[config.mk]
export PLATFORM = sky130hd
export DESIGN_NAME = lrk_mul
export DESIGN_NICKNAME = d
export VERILOG_FILES = /design/src/hdl/lrk_pkg.sv /design/src/hdl/lrk_mul.sv
export SDC_FILE = /design/constraint.sdc
export NUM_CORES = 2
export LEC_CHECK = 0
export ABC_AREA = 1
export BUFFER_PORTS_ARGS = -buffer_cell sky130_fd_sc_hd__buf_4
export CORE_UTILIZATION = 30
export DETAILED_ROUTE_END_ITERATION = 10
export PLACE_DENSITY = 0.46
export SLEW_MARGIN = 10
export SYNTH_ARGS = -nofsm -noshare
export SYNTH_HDL_FRONTEND = slang
export SYNTH_SLANG_ARGS = --single-unit
[constraint.sdc]
create_clock -name i_clk -period 21.9 [get_ports i_clk]
set_input_delay 3.285 -clock i_clk [delete_from_list [all_inputs] [get_ports i_clk]]
set_output_delay 3.285 -clock i_clk [all_outputs]
set_load 0.005 [all_outputs]
[src/hdl/lrk_pkg.sv]
// Shared types, constants and saturation helpers for the ladder lowpass filter.
`timescale 1ns / 1ps

package lrk_pkg;

    typedef logic signed [31:0] t_q;
    typedef logic signed [33:0] t_mop;
    typedef logic signed [67:0] t_prod;
    typedef logic signed [35:0] t_acc;

    // Configuration register indexes.
    localparam logic [1:0] REG_SAT_LEVEL  = 2'd0;
    localparam logic [1:0] REG_SAT_RECIP  = 2'd1;
    localparam logic [1:0] REG_STEP_SIZE  = 2'd2;
    localparam logic [1:0] REG_OVERSAMPLE = 2'd3;

    localparam logic [30:0] RST_SAT_LEVEL  = 31'd50331648;
    localparam logic [30:0] RST_SAT_RECIP  = 31'd5592405;
    localparam logic [31:0] RST_STEP_SIZE  = 32'd44739;
    localparam logic [3:0]  RST_OVERSAMPLE = 4'd2;

    localparam logic [3:0]  MAX_OVERSAMPLE = 4'd8;

    // 2*pi as unsigned Q3.29, one third and one as Q8.24.
    localparam logic [31:0]        TWO_PI_Q29 = 32'd3373259426;
    localparam logic signed [33:0] Q_THIRD    = 34'sd5592405;
    localparam logic signed [31:0] Q_ONE      = 32'sd16777216;
    // (2^34 + 2) / 3: floor(x * DIV3_MUL / 2^34) equals floor(x / 3) for x below 2^33.
    localparam logic signed [33:0] DIV3_MUL   = 34'sd5726623062;

    localparam logic signed [31:0] Q_MAX = 32'sh7FFFFFFF;
    localparam logic signed [31:0] Q_MIN = 32'sh80000000;

    function automatic t_acc f_sx36(input t_q v);
        return {{4{v[31]}}, v};
    endfunction

    function automatic t_q f_sat36(input t_acc v);
        if (v > 36'sd2147483647) begin
            return Q_MAX;
        end else if (v < -36'sd2147483648) begin
            return Q_MIN;
        end else begin
            return v[31:0];
        end
    endfunction

endpackage

[src/hdl/lrk_mul.sv]
// Shared signed multiplier with product register and Q8.24 round-and-saturate.
`timescale 1ns / 1ps

module lrk_mul
    import lrk_pkg::*;
(
    input  logic  i_clk,
    input  t_mop  i_a,
    input  t_mop  i_b,
    output t_prod o_prod,
    output t_q    o_rq
);

    t_prod              r_prod;
    logic signed [67:0] w_adj;
    logic signed [43:0] w_sh;

    always_ff @(posedge i_clk) begin
        r_prod <= i_a * i_b;
    end

    // Round to nearest with ties away from zero: negative values get one less.
    always_comb begin
        w_adj = r_prod + (r_prod[67] ? 68'sd8388607 : 68'sd8388608);
        w_sh  = w_adj[67:24];
        if (w_sh > 44'sd2147483647) begin
            o_rq = Q_MAX;
        end else if (w_sh < -44'sd2147483648) begin
            o_rq = Q_MIN;
        end else begin
            o_rq = w_sh[31:0];
        end
    end

    assign o_prod = r_prod;

endmodule

# After elaboration in Yosys (flattened, before gate mapping)
# Index checks and enable logic that the tools add are counted.
[classes]
addsub = 1
multipliers = 1
order_cmp = 2
n_mux = 3
[ops]
columns = ["cell", "n"]
rows = [
  ["$add A68 B25 Y68", 1],
  ["$mul A34 B34 Y68", 1],
  ["$mux W32", 2],
  ["$gt A44 B32 Y1 const B", 1],
  ["$lt A44 B32 Y1 const B", 1],
  ["$mux W24", 1],
]
[word_totals]
reg_bits = 68
inputBits = 69
out_inout_bits = 100

# Logic depth before layout (Yosys ltp)
[depth]
depth_word = 5
depth_mapped = 35
depth_no_buf = 33

# Worst setup path before layout
# No wires, ideal clock.
[synth_timing]
path_kind = "input-to-reg"
startpoint = "in i_a[33]"
endpoint = "reg r_prod[67] (netlist: o_prod[67])"
arrival_ns = 10.108
path_slack_ns = 11.720
path_stages = 26
path_cell_list = "clkbuf_1 > clkbuf_1 > nand2_1 > inv_1 > fa_1 > inv_1 > fa_1 > inv_1 > fa_1 > fa_1 > inv_1 > fa_1 > fa_1 > inv_1 > fa_1 > fa_1 > ha_1 > nand2_1 > nor2_1 > inv_1 > nor4_1 > inv_1 > nor2_1 > nor2_1 > nand2_1 > xor2_1"
[synth_between]
elab_chain_len = 1
[synth_rtl]
columns = ["item", "line", "source"]
rows = [
  ["from (decl)", "lrk_mul.sv:8", "input t_mop i_a,"],
  ["$mul A34 B34 Y68", "lrk_mul.sv:19", "r_prod <= i_a * i_b;"],
  ["to (signal assigned)", "lrk_mul.sv:19", ""],
  ["to (decl)", "lrk_mul.sv:14", "t_prod r_prod;"],
]
# No other way between the ends.

# Worst setup path after layout
[layout_timing]
startpoint = "in i_b[7]"
endpoint = "reg r_prod[56] (netlist: o_prod[56])"
[layout_between]
elab_chain_len = 1
[layout_rtl]
columns = ["item", "line", "source"]
rows = [
  ["from (decl)", "lrk_mul.sv:9", "input t_mop i_b,"],
  ["$mul A34 B34 Y68", "lrk_mul.sv:19", ""],
]
# No other way between the ends.

==> results.tsv <==
stage	metric	value	unit
clocking	CTS tree	built	
logic_synthesis	Post-Syn Area	47600	sq um
critical_path	Worst path max stage delay	1010	ps
logic_synthesis	syn nets	7653	
sta	Setup Viol. Count Final	0	
logic_synthesis	Post-synth ARST share	0	%
logic_synthesis	Post-synth EDFFs	0	
sta	fmax	0.0904	GHz
global_routing	initial antenna violation count	3	
logic_synthesis	YS warnings	0	
clocking	CTS clk-pin slew, worst paths	70	ps
critical_path	cell family with most CP delay	adder cells	
logic_synthesis	ys flop type	dfxtp_1	
run_status	outcome	completed	
clocking	total CTS buffers	9	
logic_synthesis	Mapped Cells	6116	
drt	DRT met1 WL	65000	microns
clocking	H-tree levels	3	
critical_path	CP arrival	11260	ps
place	hpwl dp	126000	microns
drt	DR WL met3	4240	microns
sta	Slew @ Worst Pin	1120	ps
logic_synthesis	register bit total from synthesis	68	
global_routing	largest net degree at the start of global routing	36	
drt	wire length on met2	77400	microns
global_routing	All-Layer GR Usage	19.6	%
drt	DRC	0	
critical_path	CP max stage cell	fa_1	
drt	Initial DRT Pass Iterations	5	
critical_path	Worst Path Max Fanout	34	
worst_hold_path	Hold WC Path Type	in -> reg	
global_routing	first-pass GRT wire length	239000	microns
floorplanning	Top-Level Pins	169	
logic_synthesis	sequential share of the synthesized area	2.86	%
critical_path	critical path class	in -> reg	
job	number of max-cap violations	0	
drt	top sig layer	met5	
global_routing	vias in the first global route	40300	
sta	RSZ-0062 raised after global routing	no	
clocking	Root Driver	clkbuf_16	
sta	Slew Viols, Final	0	
logic_synthesis	Avg Inst Size Synth	7.77	sq um
logic_synthesis	post-synth cell types	43	
layout	max reg flops	68	
critical_path	cell chain of the critical path	buf_4, nand2_1, inv_1, fa_1, inv_1, fa_1, inv_1, fa_1, fa_1, fa_1, fa_1, fa_1, inv_1, fa_1, inv_1, ha_1, nand2_1, nor2_1, inv_1, nor2_1, inv_1, o311ai_0, xor2_1	
drt	Vias/cell	4.43	
place	RD Place Congestion	0.902	
critical_path	Worst Path Buf+Inv	8	
sta	setup_tns	0	ps
floorplanning	Chip Height	400	microns
floorplanning	Die W	400	microns
clocking	post-CTS setup buffers	0	
sta	final hold violations	0	
floorplanning	row count	145	
sta	Tmin final	11060	ps
clocking	clk sinks	68	
drt	Routed WL	150000	microns
drt	Iteration-0 DRC Markers	1729	
clocking	CTS max path bufs	2	
clocking	Resized cells post-CTS	0	
global_routing	GRT overflow	0	
critical_path	Required @ worst endpoint	22100	ps
layout	area delta synth->final	6.49	%
floorplanning	Placeable Area	157000	sq um
sta	final period utilization	50.5	%
critical_path	CP most frequent cell	fa_1	
floorplanning	Initial Util	30.3	%
floorplanning	Die Area	160000	sq um
layout	# nets final	7558	
place	port bufs	168	
drt	post-route ant nets	0	
drt	wire per inst	18.5	microns
critical_path	crit start category	primary input	
clocking	hold_buf cts	0	
sta	Slew headroom	25.5	%
critical_path	Worst Setup End Kind	register	
layout	layout cells sized above 1	3.75	%
drt	via count	35800	
layer usage:
layer	vias to the layer above	track usage, %
met5	-	0
met4	2	3.78
met3	160	1.07
met2	619	36.0
met1	18400	25.3
li1	16600	-
worst paths after layout:
| check | startpoint | end | cells past startpoint |
|---|---|---|---|
| max | i_b[7] | o_prod[56]$_DFF_P_ | 23 |
| min | i_b[0] | o_prod[0]$_DFF_P_ | 3 |
cell families (layout without fill, tap and decap cells):
kind of cell,after synthesis,count (layout),synth area share (%)
compound gates,241,241,2.87
xor+xnor,91,91,1.68
fa+ha+maj,1468,1468,58.2
buf+inv,2300,2210,18.3
flops,68,68,2.86
other cells,0,1,0
simple gates,1948,1948,16.1
final cells by class:
type / instances / area, sq um
Inverter: 2023 / 7590
Fill cell: 17000 / 106000
Multi-Input combinational cell: 3748 / 37500
Clock inverter: 7 / 82.6
Timing Repair Buffer: 171 / 1280
Tap cell: 2058 / 2570
Sequential cell: 68 / 1360
Antenna cell: 1 / 2.50
Clock buffer: 9 / 225
cells in the mapped netlist (32+ instances only):
cell / n / area, sq um
inv_1: 2018 / 7570
nand2_1: 1562 / 5860
fa_1: 1241 / 24800
clkbuf_1: 269 / 1010
nor2_1: 229 / 860
ha_1: 227 / 2840
a21oi_1: 114 / 571
dfxtp_1: 68 / 1360
nand3_1: 63 / 315
o21ai_0: 61 / 305
xor2_1: 59 / 517
xnor2_1: 32 / 280
through the flow:
| stage | util (%) | instances | setup WS (ps) | area, sq um | hold WS, ps |
|---|---|---|---|---|---|
| after floorplan | - | 6116 | 11720 | 47600 | 3560 |
| after global placement | 32.1 | 8068 | 10540 | 50300 | 3750 |
| after detailed placement | 32.1 | 8068 | 10510 | 50300 | 3750 |
| after CTS | 32.3 | 8084 | 10890 | 50600 | 3420 |
| after global routing | 32.3 | 8085 | 10410 | 50600 | 3460 |
| final | 32.3 | 8085 | 10840 | 50600 | 3440 |
placed cells by master, fill, tap and decap left out, drive strengths merged, types with 14 or more instances in the layout:
cell type and instances:
inv 2027, nand2 1566, fa 1241, nor2 233
ha 227, buf 171, a21oi 114, dfxtp 68
nand3 65, o21ai 61, xor2 59, xnor2 32
nor3 28, nand4 23, a31oi 16, o21a 14
Power is not shown: default switching activity piles up to over one toggle a cycle in this logic, so the estimate is an artifact.
